**src/rtl/pre_pkg.sv**
```systemverilog
// shared types, constants and helpers for the printable run extractor
// no dependencies

package pre_pkg;

    localparam int BUF_BYTES_DEF  = 512;
    localparam int HOLD_DEPTH_DEF = 64;

    localparam int FUNC_W   = 2;
    localparam int BYTE_W   = 8;
    localparam int MINLEN_W = 7;
    localparam int POS_W    = 32;
    localparam int CFG_IDX_W = 1;

    localparam logic [FUNC_W-1:0] FUNC_DATA = 2'd0;
    localparam logic [FUNC_W-1:0] FUNC_EOI  = 2'd1;
    localparam logic [FUNC_W-1:0] FUNC_EOR  = 2'd2;

    localparam logic [CFG_IDX_W-1:0] CFG_MIN_LENGTH  = 1'd0;
    localparam logic [CFG_IDX_W-1:0] CFG_BASE_OFFSET = 1'd1;

    localparam logic [MINLEN_W-1:0] MIN_LENGTH_RST = 7'd4;

    localparam logic [BYTE_W-1:0] CH_FF    = 8'h0c;
    localparam logic [BYTE_W-1:0] CH_SPACE = 8'h20;
    localparam logic [BYTE_W-1:0] CH_TILDE = 8'h7e;
    localparam logic [BYTE_W-1:0] CH_0200  = 8'h80;

    typedef struct packed {
        logic accept;
        logic rel_read;
        logic rel_put;
    } t_pre_cmd;

    typedef struct packed {
        logic rel_start;
        logic rel_done;
        logic out_free;
    } t_pre_sts;

    function automatic logic is_printable(input logic [BYTE_W-1:0] b);
        return ((b >= CH_SPACE) && (b <= CH_TILDE)) || (b == CH_0200) || (b == CH_FF);
    endfunction

endpackage

```
**src/rtl/printable_run_extractor_unit.sv**
```systemverilog
// Takes one item per accepted input: a data byte (tuser 0), end of input (tuser 1, the open
// run is flushed) or end of region (tuser 2, the open run is dropped). Runs of printable bytes
// of at least min_length characters come out one character per item with the file position
// of the run's first byte; the final character carries tlast. An item that gives at most one
// result is taken while the output register can be loaded. When a run reaches min_length,
// its earlier held bytes leave in a burst: each is read from the hold memory, then put into
// the output register once it is free; no input is taken during the burst. Configuration
// writes are always taken; writing base_offset also reloads the position counter.
// depends on pre_pkg, pre_ctrl, pre_datapath, pre_ram

module printable_run_extractor_unit #(
    parameter int BUF_BYTES  = pre_pkg::BUF_BYTES_DEF,
    parameter int HOLD_DEPTH = pre_pkg::HOLD_DEPTH_DEF
) (
    input  logic                          i_clk,
    input  logic                          i_rst_n,
    input  logic                          s_axis_tvalid,
    output logic                          s_axis_tready,
    input  logic [7:0]                    s_axis_tdata,   // data_byte
    input  logic [pre_pkg::FUNC_W-1:0]    s_axis_tuser,   // func
    output logic                          m_axis_tvalid,
    input  logic                          m_axis_tready,
    output logic [39:0]                   m_axis_tdata,   // char_out, run_offset
    output logic                          m_axis_tlast,   // last
    input  logic                          i_cfg_valid,
    output logic                          o_cfg_ready,
    input  logic [pre_pkg::CFG_IDX_W-1:0] i_cfg_index,
    input  logic [31:0]                   i_cfg_data
);

    import pre_pkg::*;

    t_pre_cmd cmd;
    t_pre_sts sts;

    assign o_cfg_ready = 1'b1;

    pre_ctrl u_ctrl (
        .i_clk      (i_clk),
        .i_rst_n    (i_rst_n),
        .i_s_tvalid (s_axis_tvalid),
        .o_s_tready (s_axis_tready),
        .i_sts      (sts),
        .o_cmd      (cmd)
    );

    pre_datapath #(
        .BUF_BYTES  (BUF_BYTES),
        .HOLD_DEPTH (HOLD_DEPTH)
    ) u_dp (
        .i_clk        (i_clk),
        .i_rst_n      (i_rst_n),
        .i_cmd        (cmd),
        .o_sts        (sts),
        .i_func       (s_axis_tuser),
        .i_data_byte  (s_axis_tdata),
        .i_cfg_valid  (i_cfg_valid),
        .i_cfg_index  (i_cfg_index),
        .i_cfg_data   (i_cfg_data),
        .i_m_tready   (m_axis_tready),
        .o_out_valid  (m_axis_tvalid),
        .o_char_out   (m_axis_tdata[7:0]),
        .o_run_offset (m_axis_tdata[39:8]),
        .o_last       (m_axis_tlast)
    );

endmodule

```
**src/rtl/pre_ram.sv**
```systemverilog
// generic single write port, single read port ram with registered read
// no dependencies

module pre_ram #(
    parameter int WIDTH = 8,
    parameter int DEPTH = 64
) (
    input  logic                     i_clk,
    input  logic                     i_wr_en,
    input  logic [$clog2(DEPTH)-1:0] i_wr_addr,
    input  logic [WIDTH-1:0]         i_wr_data,
    input  logic                     i_rd_en,
    input  logic [$clog2(DEPTH)-1:0] i_rd_addr,
    output logic [WIDTH-1:0]         o_rd_data
);

    logic [WIDTH-1:0] r_mem [DEPTH];
    logic [WIDTH-1:0] r_rd_data;

    always_ff @(posedge i_clk) begin
        if (i_wr_en) begin
            r_mem[i_wr_addr] <= i_wr_data;
        end
        if (i_rd_en) begin
            r_rd_data <= r_mem[i_rd_addr];
        end
    end

    assign o_rd_data = r_rd_data;

endmodule

```
**src/rtl/pre_ctrl.sv**
```systemverilog
// controller: input acceptance and burst release sequencing
// depends on pre_pkg

module pre_ctrl (
    input  logic              i_clk,
    input  logic              i_rst_n,
    input  logic              i_s_tvalid,
    output logic              o_s_tready,
    input  pre_pkg::t_pre_sts i_sts,
    output pre_pkg::t_pre_cmd o_cmd
);

    import pre_pkg::*;

    typedef enum logic [1:0] {
        S_IDLE,
        S_READ,
        S_PUT
    } t_state;

    t_state r_state;
    t_state n_state;

    always_comb begin
        n_state         = r_state;
        o_s_tready      = 1'b0;
        o_cmd.accept    = 1'b0;
        o_cmd.rel_read  = 1'b0;
        o_cmd.rel_put   = 1'b0;
        case (r_state)
            S_IDLE: begin
                o_s_tready   = i_sts.out_free;
                o_cmd.accept = i_s_tvalid && i_sts.out_free;
                if (o_cmd.accept && i_sts.rel_start) begin
                    n_state = S_READ;
                end
            end
            S_READ: begin
                o_cmd.rel_read = 1'b1;
                n_state        = S_PUT;
            end
            S_PUT: begin
                if (i_sts.out_free) begin
                    o_cmd.rel_put = 1'b1;
                    n_state       = i_sts.rel_done ? S_IDLE : S_READ;
                end
            end
            default: begin
                n_state = S_IDLE;
            end
        endcase
    end

    always_ff @(posedge i_clk) begin
        if (!i_rst_n) begin
            r_state <= S_IDLE;
        end else begin
            r_state <= n_state;
        end
    end

    a_put_follows_read: assert property (@(posedge i_clk) disable iff (!i_rst_n)
        o_cmd.rel_read |=> (r_state == S_PUT))
        else $error("release put does not follow read");

endmodule

```
**src/rtl/pre_datapath.sv**
```systemverilog
// datapath: run state, hold buffer, position counter and output register
// depends on pre_pkg and pre_ram

module pre_datapath #(
    parameter int BUF_BYTES  = pre_pkg::BUF_BYTES_DEF,
    parameter int HOLD_DEPTH = pre_pkg::HOLD_DEPTH_DEF
) (
    input  logic                              i_clk,
    input  logic                              i_rst_n,
    input  pre_pkg::t_pre_cmd                 i_cmd,
    output pre_pkg::t_pre_sts                 o_sts,
    input  logic [pre_pkg::FUNC_W-1:0]        i_func,
    input  logic [pre_pkg::BYTE_W-1:0]        i_data_byte,
    input  logic                              i_cfg_valid,
    input  logic [pre_pkg::CFG_IDX_W-1:0]     i_cfg_index,
    input  logic [pre_pkg::POS_W-1:0]         i_cfg_data,
    input  logic                              i_m_tready,
    output logic                              o_out_valid,
    output logic [pre_pkg::BYTE_W-1:0]        o_char_out,
    output logic [pre_pkg::POS_W-1:0]         o_run_offset,
    output logic                              o_last
);

    import pre_pkg::*;

    localparam int SCW  = $clog2(BUF_BYTES);
    localparam int HAW  = $clog2(HOLD_DEPTH);
    localparam int CMPW = ((SCW > MINLEN_W) ? SCW : MINLEN_W) + 1;
    localparam logic [SCW-1:0]      RUN_CAP = SCW'(BUF_BYTES - 2);
    localparam logic [MINLEN_W-1:0] HOLD_M  = MINLEN_W'(HOLD_DEPTH);
    localparam logic [CMPW-1:0]     HOLD_S  = CMPW'(HOLD_DEPTH);

    logic [MINLEN_W-1:0] r_min_length;
    logic [POS_W-1:0]    r_byte_pos;
    logic [POS_W-1:0]    r_run_start;
    logic [SCW-1:0]      r_count;
    logic [BYTE_W-1:0]   r_held_char;
    logic                r_held_valid;
    logic [HAW-1:0]      r_rel_idx;
    logic [HAW-1:0]      r_rel_end;
    logic                r_out_valid;
    logic [BYTE_W-1:0]   r_out_char;
    logic [POS_W-1:0]    r_out_offset;
    logic                r_out_last;

    logic [MINLEN_W-1:0] eff_min;
    logic [SCW-1:0]      count_inc;
    logic                is_data;
    logic                printable;
    logic                below_cap;
    logic                qualifies;
    logic                flush;
    logic                discard;
    logic                take_byte;
    logic                hold_wr;
    logic [BYTE_W-1:0]   rd_data;

    always_comb begin
        eff_min = r_min_length;
        if (r_min_length == '0) begin
            eff_min = MINLEN_W'(1);
        end else if (r_min_length > HOLD_M) begin
            eff_min = HOLD_M;
        end
    end

    assign count_inc = r_count + SCW'(1);
    assign is_data   = (i_func == FUNC_DATA);
    assign printable = is_printable(i_data_byte);
    assign below_cap = (r_count < RUN_CAP);
    assign qualifies = (CMPW'(count_inc) >= CMPW'(eff_min));
    assign take_byte = i_cmd.accept && is_data && printable && below_cap;
    assign flush     = i_cmd.accept && ((is_data && !printable) || (i_func == FUNC_EOI));
    assign discard   = i_cmd.accept && (i_func == FUNC_EOR);
    assign hold_wr   = take_byte && !r_held_valid && !qualifies && (CMPW'(r_count) < HOLD_S);

    assign o_sts.rel_start = is_data && printable && below_cap && !r_held_valid && qualifies
                             && (r_count != '0);
    assign o_sts.rel_done  = ((HAW+1)'(r_rel_idx) + (HAW+1)'(1)) == (HAW+1)'(r_rel_end);
    assign o_sts.out_free  = !r_out_valid || i_m_tready;

    pre_ram #(
        .WIDTH (BYTE_W),
        .DEPTH (HOLD_DEPTH)
    ) u_hold (
        .i_clk     (i_clk),
        .i_wr_en   (hold_wr),
        .i_wr_addr (HAW'(r_count)),
        .i_wr_data (i_data_byte),
        .i_rd_en   (i_cmd.rel_read),
        .i_rd_addr (r_rel_idx),
        .o_rd_data (rd_data)
    );

    always_ff @(posedge i_clk) begin
        if (!i_rst_n) begin
            r_min_length <= MIN_LENGTH_RST;
            r_byte_pos   <= '0;
            r_count      <= '0;
            r_held_valid <= 1'b0;
            r_out_valid  <= 1'b0;
        end else begin
            if (i_cfg_valid && (i_cfg_index == CFG_MIN_LENGTH)) begin
                r_min_length <= i_cfg_data[MINLEN_W-1:0];
            end
            if (i_cfg_valid && (i_cfg_index == CFG_BASE_OFFSET)) begin
                r_byte_pos <= i_cfg_data;
            end else if (i_cmd.accept && is_data) begin
                r_byte_pos <= r_byte_pos + POS_W'(1);
            end

            if (flush || discard) begin
                r_count      <= '0;
                r_held_valid <= 1'b0;
            end else if (take_byte) begin
                r_count <= count_inc;
                if (!r_held_valid && qualifies) begin
                    r_held_valid <= 1'b1;
                end
            end

            if ((flush && r_held_valid) || (take_byte && r_held_valid) || i_cmd.rel_put) begin
                r_out_valid <= 1'b1;
            end else if (i_m_tready) begin
                r_out_valid <= 1'b0;
            end
        end
    end

    always_ff @(posedge i_clk) begin
        if (take_byte) begin
            if (r_count == '0) begin
                r_run_start <= r_byte_pos;
            end
            if (r_held_valid || qualifies) begin
                r_held_char <= i_data_byte;
            end
            if (!r_held_valid && qualifies) begin
                r_rel_idx <= '0;
                r_rel_end <= HAW'(r_count);
            end
        end
        if (i_cmd.rel_put) begin
            r_rel_idx <= r_rel_idx + HAW'(1);
        end

        if (i_cmd.rel_put) begin
            r_out_char   <= rd_data;
            r_out_offset <= r_run_start;
            r_out_last   <= 1'b0;
        end else if ((flush || take_byte) && r_held_valid) begin
            r_out_char   <= r_held_char;
            r_out_offset <= r_run_start;
            r_out_last   <= flush;
        end
    end

    assign o_out_valid  = r_out_valid;
    assign o_char_out   = r_out_char;
    assign o_run_offset = r_out_offset;
    assign o_last       = r_out_last;

    a_put_needs_room: assert property (@(posedge i_clk) disable iff (!i_rst_n)
        i_cmd.rel_put |-> o_sts.out_free)
        else $error("release put while output register busy");

    a_held_has_run: assert property (@(posedge i_clk) disable iff (!i_rst_n)
        r_held_valid |-> (r_count != '0))
        else $error("pending character without an open run");

    a_read_in_range: assert property (@(posedge i_clk) disable iff (!i_rst_n)
        i_cmd.rel_read |-> (r_rel_idx < r_rel_end))
        else $error("hold buffer read beyond released span");

endmodule
```
**config.mk**
```make
export PLATFORM = sky130hd
export DESIGN_NAME = printable_run_extractor_unit
export DESIGN_NICKNAME = d
export VERILOG_FILES = /design/src/rtl/pre_pkg.sv /design/src/rtl/printable_run_extractor_unit.sv /design/src/rtl/pre_ram.sv /design/src/rtl/pre_ctrl.sv /design/src/rtl/pre_datapath.sv
export SDC_FILE = /design/constraint.sdc
export NUM_CORES = 1
export LEC_CHECK = 0
export BUFFER_PORTS_ARGS = -buffer_cell sky130_fd_sc_hd__buf_2
export CAP_MARGIN = 20
export CORE_ASPECT_RATIO = 1.25
export CORE_MARGIN = 2
export CORE_UTILIZATION = 57
export CTS_CLUSTER_SIZE = 16
export DETAILED_ROUTE_END_ITERATION = 10
export PLACE_DENSITY_LB_ADDON = 0.25
export SKIP_LAST_GASP = 1
export SLEW_MARGIN = 20
export SYNTH_ARGS = -nofsm -noshare
export SYNTH_HDL_FRONTEND = slang
export SYNTH_HIERARCHICAL = 1
export SYNTH_SLANG_ARGS = --single-unit
export TNS_END_PERCENT = 50
```
**constraint.sdc**
```tcl
create_clock -name i_clk -period 11.33 [get_ports i_clk]
set_input_delay 0.5665 -clock i_clk [delete_from_list [all_inputs] [get_ports i_clk]]
set_output_delay 0.5665 -clock i_clk [all_outputs]
set_load 0.02 [all_outputs]
```
==> results of run 1 <==
[state kept, by name, indices dropped and copies added, names as in the netlist, 2 cells and up]
register	flops
u_ctrl/r_state	2
u_dp/o_char_out	8
u_dp/o_run_offset	32
u_dp/r_byte_pos	32
u_dp/r_count	9
u_dp/r_held_char	8
u_dp/r_min_length	7
u_dp/r_rel_end	6
u_dp/r_rel_idx	6
u_dp/r_run_start	32
u_dp/u_hold/o_rd_data	8
u_dp/u_hold/r_mem	512
[where the power goes]
part / leakage (nW) / internal [W] / total, W / switching [W]
Clock: 1.02 / 0.00123 / 0.00212 / 0.000887
Combinational: 2.46 / 0.0000264 / 0.0000974 / 0.0000710
Sequential: 5.97 / 0.00269 / 0.00270 / 0.0000134
Total: 9.45 / 0.00394 / 0.00491 / 0.000971
[placed cells by master (no fill, tap or decap), types with 10 or more instances in the layout]
cell,count
o21ai_0,25
nor4_1,12
nand3_1,41
clkbuf_1,13
mux2_2,21
nor2b_1,21
nor3_1,12
mux4_2,126
xnor2_1,21
dfxtp_1,53
ha_1,11
buf_4,22
clkbuf_16,70
edfxtp_1,612
nor2_1,130
buf_2,90
a211oi_1,15
mux2i_1,32
xor2_1,25
inv_1,10
nand4_1,16
nand2_1,50
a21oi_1,30
[worst max-delay path, cell delays in order (launching register included)]
cell and delay [ns]:
dfxtp_1 0.74, and3_1 0.26, nand3_1 0.13, xnor2_1 0.19, ha_1 0.33, a21o_1 0.16
a21oi_1 0.19, nand4_1 0.28, nor4_2 0.70, nor2b_1 0.39, nand3_1 0.50, nor2_1 0.74
[layer usage]
layer,wire [um],vias to the layer above,GRT usage
met4,1960,0,0.101
met1,23800,7318,0.347
met2,30600,686,0.432
met3,4240,109,0.0396
met5,0,-,0
li1,-,6098,-
[layout make-up]
cell class                 instances  share of cell area
sequential                       665               0.657
multi-input combinational        719               0.224
clock buffer                      84              0.0613
tap                              585              0.0247
timing repair buffer             113              0.0215
clock inverter                    31             0.00977
inverter                          11             0.00140
antenna                            1           0.0000846
[kinds of logic (layout without fill, tap and decap cells)]
logic type / Yosys count / after routing / synth area share
flops: 665 / 665 / 0.733
simple gates: 347 / 347 / 0.0664
mux: 179 / 179 / 0.128
compound gates: 135 / 135 / 0.0347
buf+inv: 83 / 239 / 0.0169
xor+xnor: 46 / 46 / 0.0152
fa+ha+maj: 11 / 11 / 0.00519
other cells: 1 / 2 / 0.000141
[how the worst max path moves through the flow]
stage	start	to	slack, ns
2_1_floorplan	m_axis_tready	u_dp/u_hold/r_mem[62][0]	7.15
3_3_place_gp	s_axis_tdata[3]	u_dp/u_hold/r_mem[1][2]	6.06
3_5_place_dp	s_axis_tdata[7]	u_dp/u_hold/r_mem[33][6]	5.77
4_1_cts	u_dp/r_count[1]	u_dp/u_hold/r_mem[33][3]	6.00
5_1_grt	u_dp/r_count[2]	u_dp/u_hold/r_mem[33][3]	6.05
6_report	u_dp/r_count[2]	u_dp/u_hold/r_mem[62][0]	6.34
[through the flow]
stage	power, W	util	setup slack, ns	instance area (sq um)	hold slack [ns]
after CTS	0.00495	0.643	6.00	29600	0.183
final	0.00491	0.643	6.34	29600	0.216
after global routing	0.00506	0.643	6.05	29600	0.220
after detailed placement	0.00285	0.597	5.77	27500	0.405
after global placement	0.00285	0.597	6.06	27500	0.403
after floorplan	0.00279	-	7.15	26500	0.400
==> run metrics, run 1 <==
status=finished clean; asr flop ratio synth=0; Die H=approximately 250 um; Worst Hold Class=input port to register; htree depth=3; CP max FO=19; P_leak=9.45 nW; maximum clock path buffer count=3; Fill cells=around 3100; clock slew at reported path FFs=~0.06 ns; CP arrival=5.20 ns; worst flop-to-flop path endpoint=u_dp/u_hold/r_mem[62][0]; DRT iter0 DRCs=between 1000 and 1500; Resized cells post-CTS=0; Reg2Reg Launch Point=u_dp/r_count[2]; GPL Wtd Cong=0.858; num rows=88; Final Non-Filler Cells=approximately 2200; post-DP HPWL=37.6 mm; Hold Startpoint=i_cfg_data[2]; post-CTS setup buffers=0; count leader, synth=edfxtp_1; Final Max Tran Viols=0; gr usage total=0.259; area share of the largest cell type after synthesis=0.693; Seq/Total Area, Yosys=0.733; grt ovf=0; FF+latch area=approximately 0.019 sq mm; TritonCTS Sinks=between 600 and 700; worst-margin pin slew=around 1.2 ns; largest cells by area after synthesis=edfxtp_1 (69%), mux4_2 (11%), dfxtp_1 (4.0%), nor2_1 (1.8%), mux2i_1 (1.2%); Mapped Nets=approximately 1500; antenna violations before repair=0; via density per instance=6.43; Post-DRT Antenna Nets=0; Synth cell types=72; DIE AREA=between 0.04 and 0.05 sq mm; first-pass GRT wire length=91.2 mm; RSZ-0062 raised after global routing=false; fin nets=1635; Hold Path Sink=u_dp/r_min_length[2]; cts hold-fix bufs=0; largest area contributor in the netlist=edfxtp_1; Synth Cell Area=~0.027 sq mm; Worst Skew=roughly 0.017 ns; initial core utilization=0.576; Clk Latency, worst-skew pair=0.60 ns; WL final=60.6 mm; Synth Flop Type=edfxtp_1; synthesized flop and latch total=approximately 670; Min-Delay Path Depth=3; via count=about 14000; Multi-input gate area=between 0.006 and 0.007 sq mm; EDFF count, synth=slightly above 600; layout cells sized above 1=0.232; Root Driver=clkbuf_16; worst path required time=around 12 ns; drt pass-1 iters=6; PD cells=about 170 mW/mm^2; Max Freq=~200 MHz; Worst Reg-to-Reg Cells=11; Max Cap Viol=0; Crit Path Category=register to register; Setup Total Neg Slack=0 ns; largest net degree at the start of global routing=~110; CP Launch Type=register; final setup fails=0; reg2reg setup slack=6.34 ns; syn avg cell area=between 15 and 20 sq um; number of global-route vias before repair=roughly 14000; I/O Buffers=90; final hold vios=0; placed cell count=2093; clock buffer count from CTS=66; Max-slew headroom=0.209; core area=between 0.04 and 0.05 sq mm; CTS tree=done; drt drc=0; area delta synth->final=11.6%; Die Span X=197 um; drt wl/cell=roughly 27 um; minimum clock period=4.99 ns; CP endpoint kind=register; peak supply drop=roughly 0.12 mV; top post-synthesis cells by count=edfxtp_1 (612), nor2_1 (130), mux4_2 (126); final cycle utilization of the critical path=0.440; Post-Synthesis Cells=about 1500; Ys Warns=6; I/O pins=between 90 and 100
Power figures use the tool's default switching activity.
==> run 2: changes to the inputs <==
--- a/config.mk
+++ b/config.mk
@@ -5,6 +5,7 @@
 export SDC_FILE = /design/constraint.sdc
 export NUM_CORES = 1
 export LEC_CHECK = 0
+export ABC_AREA = 1
 export BUFFER_PORTS_ARGS = -buffer_cell sky130_fd_sc_hd__buf_2
 export CAP_MARGIN = 20
 export CORE_ASPECT_RATIO = 1.25
==> constraint.sdc (replaced) <==
create_clock -name i_clk -period 4.79 [get_ports i_clk]
set_input_delay 0.2395 -clock i_clk [delete_from_list [all_inputs] [get_ports i_clk]]
set_output_delay 0.2395 -clock i_clk [all_outputs]
set_load 0.02 [all_outputs]
==> run metrics, run 2 <==
status=finished clean; area share of the largest cell type after synthesis=0.651; drt pass-1 iters=6; htree depth=2; P_leak=about 11 nW; Placed Instance Area=0.0289 sq mm; CP arrival=between 4 and 5 ns; DRT iter0 DRCs=slightly below 2000; clock buffer count from CTS=61; EDFF count, synth=612; I/O Buffers=90; Setup Total Neg Slack=0 ns; Seq/Total Area, Yosys=0.689; post-CTS setup buffers=0; part of the power in combinational logic=0.030; final setup fails=0; RSZ-0062 raised after global routing=false; Sequential Power Share=0.550; sw frac=0.202; synthesized flop and latch total=between 600 and 700; largest area contributor in the netlist=edfxtp_1; Clk Latency, worst-skew pair=0.63 ns; largest net degree at the start of global routing=262; CTS tree=done; PD cells=372 mW/mm^2; Mapped Nets=~2600; core area=between 0.04 and 0.05 sq mm; layout cells sized above 1=0.103; Biggest register=u_dp/u_hold/r_mem; maximum clock path buffer count=3; grt ovf=0; syn avg cell area=between 10 and 15 sq um; CP max FO=13; number of global-route vias before repair=about 19000; initial core utilization=0.574; post-route cell area=~0.031 sq mm; Synth cell types=between 40 and 50; via density per instance=around 5.8; Die Span X=a little over 200 um; Crit Path Category=register to register; final cycle utilization of the critical path=0.879; Ys Warns=6; first-pass GRT wire length=between 100 and 150 mm; most frequent cells in the layout=nand2_1 (856), edfxtp_1 (612), nand3_1 (483); Post-DRT Antenna Nets=0; number of antenna diodes=0; gr usage total=0.273; asr flop ratio synth=0; GPL Wtd Cong=around 0.95; area delta synth->final=10.7%; Int Pwr=just over 0.009 W; Synth Cell Area=between 0.02 and 0.03 sq mm; Worst Skew=between 0.02 and 0.025 ns; Final Max Tran Viols=0; Max Cap Viol=0; worst-margin pin slew=~1.0 ns; post-DP HPWL=about 43 mm; count leader, synth=nand2_1; Max Freq=~240 MHz; clock slew at reported path FFs=~0.07 ns; fin nets=2716; Max-slew headroom=0.301; Post-Synthesis Cells=about 2600; Net Switching=between 0.002 and 0.0025 W; I/O pins=between 90 and 100; minimum clock period=4.21 ns; drt wl/cell=about 21 um; WL final=70.7 mm; antenna violations before repair=0; TritonCTS Sinks=around 670; num rows=91; peak supply drop=roughly 0.50 mV; drt drc=0; via count=between 15000 and 20000; DIE AREA=a little over 0.05 sq mm; CP Launch Type=register; Largest register FFs=512; final hold vios=0; Root Driver=clkbuf_16; leading cell type in the layout, fill and taps excluded=nand2_1; clock power share=0.421; Synth Flop Type=edfxtp_1; Die H=about 250 um; worst path required time=slightly above 5 ns; CP endpoint kind=register; largest cells by area after synthesis=edfxtp_1 (65%), nand2_1 (11%), nand3_1 (8.6%), dfxtp_1 (3.8%), nor2_1 (2.0%); Hold Worst Slack=0.0313 ns; Worst Hold Class=input port to register; top post-synthesis cells by count=nand2_1 (857), edfxtp_1 (612), nand3_1 (483)
[run 2: path summary, 6_finish.rpt]
check                                     startpoint                      end  slack, ns  cells past startpoint
worst max-delay path                 u_dp/r_count[1]  u_dp/u_hold/r_mem[6][3]       0.58                     15
worst min-delay path                  i_cfg_data[25]      u_dp/r_byte_pos[25]       0.03                      5
worst max register to register       u_dp/r_count[1]  u_dp/u_hold/r_mem[6][3]       0.58                     15
worst min register to register  u_dp/r_run_start[21]    u_dp/o_run_offset[21]       0.42                      0
[run 2: routing by layer]
layer | wire, um | part of all wire | global-route usage
met5 | 0 | 0 | 0
met1 | 28300 | 0.40 | 0.367
met3 | 5750 | 0.081 | 0.0435
met2 | 34600 | 0.49 | 0.460
met4 | 2070 | 0.029 | 0.0882
[run 2: cell families (layout without fill, tap and decap cells)]
logic type | Yosys count | after routing | share of synthesized area
buffers and inverters | 214 | 358 | 0.0430
AND/OR/NAND/NOR | 1573 | 1573 | 0.241
adder cells (fa/ha/maj) | 11 | 11 | 0.00488
XOR/XNOR | 22 | 22 | 0.00683
flip-flops | 665 | 665 | 0.689
other | 1 | 1 | 0.000133
AO/OA/AOI/OAI | 80 | 80 | 0.0153
[run 2: critical path, cell delays in order, from the launching register on]
cell,delay (ns)
dfxtp_1,0.63
ha_1,0.28
nand2_1,0.07
nor2_2,0.18
nand3_1,0.11
xor2_1,0.18
ha_1,0.32
nand2_1,0.09
o21bai_1,0.08
inv_1,0.05
nand4_1,0.19
nor3_1,0.20
buf_4,0.19
nand4_1,0.39
buf_4,0.34
nor2_1,0.53
[run 2: what timing repair did]
item	CTS	global route
resized for setup	0	0
hold buffers	26	0
hold endpoints to repair	43	0
[run 2: per-stage QoR]
| step | instances | utilization | worst slack (ns) | power (W) |
|---|---|---|---|---|
| floorplan | 2566 | - | 1.15 | 0.00665 |
| global placement | 3219 | 0.588 | 0.704 | 0.00683 |
| detailed placement | 3219 | 0.588 | 0.644 | 0.00683 |
| CTS | 3361 | 0.635 | 0.625 | 0.0117 |
| global route | 3361 | 0.635 | 0.274 | 0.0119 |
| finish | 3361 | 0.635 | 0.578 | 0.0116 |
[run 2: layout make-up]
class,instances,area [sq um]
Clock inverter,36,379
Inverter,85,329
Tap cell,651,815
Fill cell,3855,18000
Clock buffer,80,1660
Timing Repair Buffer,157,1030
Multi-Input combinational cell,1687,7580
Sequential cell,665,19400
[run 2: power groups by stage]
stage,Sequential [W],Combinational (W),Clock [W]
after detailed placement,0.00651,0.000324,0
after CTS,0.00638,0.000341,0.00496
after global routing,0.00638,0.000374,0.00516
after global placement,0.00651,0.000323,0
after floorplan,0.00650,0.000150,0
final,0.00638,0.000343,0.00489
==> run 3: changes to the inputs <==
--- a/config.mk
+++ b/config.mk
@@ -18,6 +18,5 @@
 export SLEW_MARGIN = 20
 export SYNTH_ARGS = -nofsm -noshare
 export SYNTH_HDL_FRONTEND = slang
-export SYNTH_HIERARCHICAL = 1
 export SYNTH_SLANG_ARGS = --single-unit
 export TNS_END_PERCENT = 50
==> run metrics, run 3 <==
status=finished clean; Synth Cell Area=between 0.02 and 0.03 sq mm; layout cells sized above 1=0.119; I/O pins=a little over 90; drt pass-1 iters=6; worst flop-to-flop path endpoint=u_dp.u_hold.r_mem[7][3]; worst path required time=~5 ns; EDFF count, synth=612; fin nets=between 2000 and 2500; Net Switching=0.00237 W; peak supply drop=around 0.28 mV; Post-DRT Antenna Nets=0; top post-synthesis cells by count=edfxtp_1 (612), nor2_1 (359), o21ai_0 (279); post-CTS setup buffers=0; CP max-delay cell=dfxtp_1; P_leak=approximately 10 nW; Ys Warns=0; Fill cells=between 3000 and 4000; Final Max Tran Viols=0; CP endpoint kind=register; CP arrival=about 3.7 ns; Setup Total Neg Slack=0 ns; DRT iter0 DRCs=about 2300; number of global-route vias before repair=around 19000; largest net degree at the start of global routing=between 200 and 300; FF+latch area=between 0.015 and 0.02 sq mm; final setup fails=0; DIE AREA=a little under 0.05 sq mm; Mapped Nets=2281; Synth Flop Type=edfxtp_1; most frequent cells in the layout=edfxtp_1 (612), nor2_1 (358), o21ai_0 (279); maximum clock path buffer count=3; WP buf/inv=2; Min-Delay Path Depth=5; Sequential Power Share=0.559; CTS tree=done; largest cells by area after synthesis=edfxtp_1 (68%), o21ai_0 (5.1%), nor2_1 (5.0%), dfxtp_1 (3.9%), nand2_1 (2.6%); Seq/Total Area, Yosys=0.715; part of the power in combinational logic=0.031; Hold Path Sink=u_dp.r_byte_pos[24]; CP max stage delay=~0.56 ns; CP Launch Type=register; area delta synth->final=13.1%; num rows=89; CP delay by family, top=simple AND/OR/NAND/NOR gates; initial core utilization=0.576; first-pass GRT wire length=about 110 mm; largest area contributor in the netlist=edfxtp_1; via count=roughly 19000; Die H=roughly 250 um; leading cell type in the layout, fill and taps excluded=edfxtp_1; Multi-input gate area=0.00687 sq mm; post-DP HPWL=between 40 and 50 mm; critical path startpoint=u_dp.r_count[0]; worst-margin pin slew=1.09 ns; Root Driver=clkbuf_16; core area=approximately 0.047 sq mm; count leader, synth=edfxtp_1; antenna violations before repair=1; Max Freq=289 MHz; htree depth=2; Hold Startpoint=i_cfg_data[24]; TritonCTS Sinks=about 670; CP max FO=39; RSZ-0062 raised after global routing=false; Crit Path Category=register to register; Worst Skew=0.0171 ns; Die Span X=between 150 and 200 um; Largest register FFs=slightly above 500; minimum clock period=about 3.5 ns; via density per instance=6.25; Post-Synthesis Cells=~2200; I/O Buffers=90; grt ovf=0; Max Cap Viol=0; Worst Reg-to-Reg Cells=12; Reg2Reg Launch Point=u_dp.r_count[0]; clock buffer count from CTS=60; most used cell, CP=ha_1; Worst Hold Class=input port to register; PD cells=about 370 mW/mm^2; Synth cell types=44; syn avg cell area=around 12 sq um; final hold vios=0; Clk Latency, worst-skew pair=~0.63 ns; GPL Wtd Cong=between 0.9 and 1; drt wl/cell=between 20 and 25 um; synthesized flop and latch total=around 670; WL final=~73 mm; area share of the largest cell type after synthesis=0.676; clock slew at reported path FFs=around 0.060 ns; reg2reg setup slack=~1.3 ns; crit-path cells=ha_1 -> nand2_1 -> nor2_8 -> xor2_1 -> inv_1 -> ha_1 -> a21oi_1 -> nand3_1 -> nor2_4 -> nand4_4 -> buf_4 -> nor3_2; Placed Instance Area=about 0.029 sq mm; drt drc=0; Hold Worst Slack=roughly 0.016 ns; clock power share=0.410; Max-slew headroom=0.272; gr usage total=0.301; post-route cell area=a little over 0.03 sq mm; Int Pwr=a little over 0.009 W; final cycle utilization of the critical path=0.721; Biggest register=u_dp.u_hold.r_mem; asr flop ratio synth=0; sw frac=0.208
## run 3: cell types whose count changed in the layout (fill, tap and decap cells not counted), moves of 59 or more
cell	delta
nor3_1	+63
o22ai_1	+60
nand3_1	-380
nor2_1	+212
o221ai_1	+59
o211ai_1	+76
o21ai_0	+252
nand2_1	-666
## run 3: worst max-delay path by stage
stage	cells after the start	end	slack, ns
final	12	u_dp.u_hold.r_mem[7][3]	1.34
after global routing	12	u_dp.u_hold.r_mem[7][7]	1.08
after CTS	12	u_dp.u_hold.r_mem[7][3]	1.37
after detailed placement	12	u_dp.u_hold.r_mem[7][3]	1.39
after global placement	12	u_dp.u_hold.r_mem[7][2]	1.47
after floorplan	9	u_dp.r_run_start[0]	1.61
## run 3: per-stage QoR
step                std cells  worst slack, ns   util  total power, W
floorplan                2222             1.61      -         0.00665
global placement         2900             1.47  0.604         0.00684
detailed placement       2900             1.39  0.604         0.00684
CTS                      3040             1.37  0.651          0.0115
global route             3042             1.08  0.652          0.0117
finish                   3042             1.34  0.652          0.0114
## run 3: what timing repair did
item	CTS	global route
endpoints found under the hold margin	34	0
endpoints found under the setup margin	0	0
resized for setup	0	0
hold buffers	32	0
## run 3: worst reg2reg max path: cells and delay by family (launching register included)
kind / cells / cell delay [ns]
fa+ha+maj: 2 / 0.55
xor+xnor: 1 / 0.16
simple gates: 6 / 1.27
flops: 1 / 0.56
buf+inv: 2 / 0.40
compound gates: 1 / 0.15
## run 3: kinds of logic (layout without fill, tap and decap cells)
group / count (synthesis) / count (layout) / share of synthesized area
compound gates: 533 / 533 / 0.117
simple gates: 772 / 772 / 0.122
buf+inv: 216 / 398 / 0.0327
flops: 665 / 665 / 0.715
other cells: 1 / 2 / 0.000138
fa+ha+maj: 11 / 11 / 0.00506
xor+xnor: 24 / 24 / 0.00801
## run 3: area by class of cell
cell class / instances / share of cell area
Clock buffer: 78 / 0.0544
Tap cell: 637 / 0.0259
Antenna cell: 1 / 0.0000813
Sequential cell: 665 / 0.632
Timing Repair Buffer: 206 / 0.0464
Multi-Input combinational cell: 1341 / 0.223
Inverter: 84 / 0.0107
Clock inverter: 30 / 0.00724
## run 3: power by group through the flow
stage                     Combinational, W  Clock (W)  Sequential, W
after global placement            0.000330          0        0.00651
after CTS                         0.000354    0.00472        0.00639
after global routing              0.000387    0.00494        0.00639
after floorplan                   0.000144          0        0.00650
after detailed placement          0.000333          0        0.00651
final                             0.000360    0.00468        0.00639
## run 3: routing by layer
| layer | up-vias | GRT usage | part of all wire |
|---|---|---|---|
| met5 | - | 0 | 0 |
| met4 | 0 | 0.146 | 0.048 |
| met3 | 219 | 0.0532 | 0.091 |
| met2 | 1122 | 0.501 | 0.49 |
| met1 | 9189 | 0.385 | 0.37 |
| li1 | 8485 | - | - |
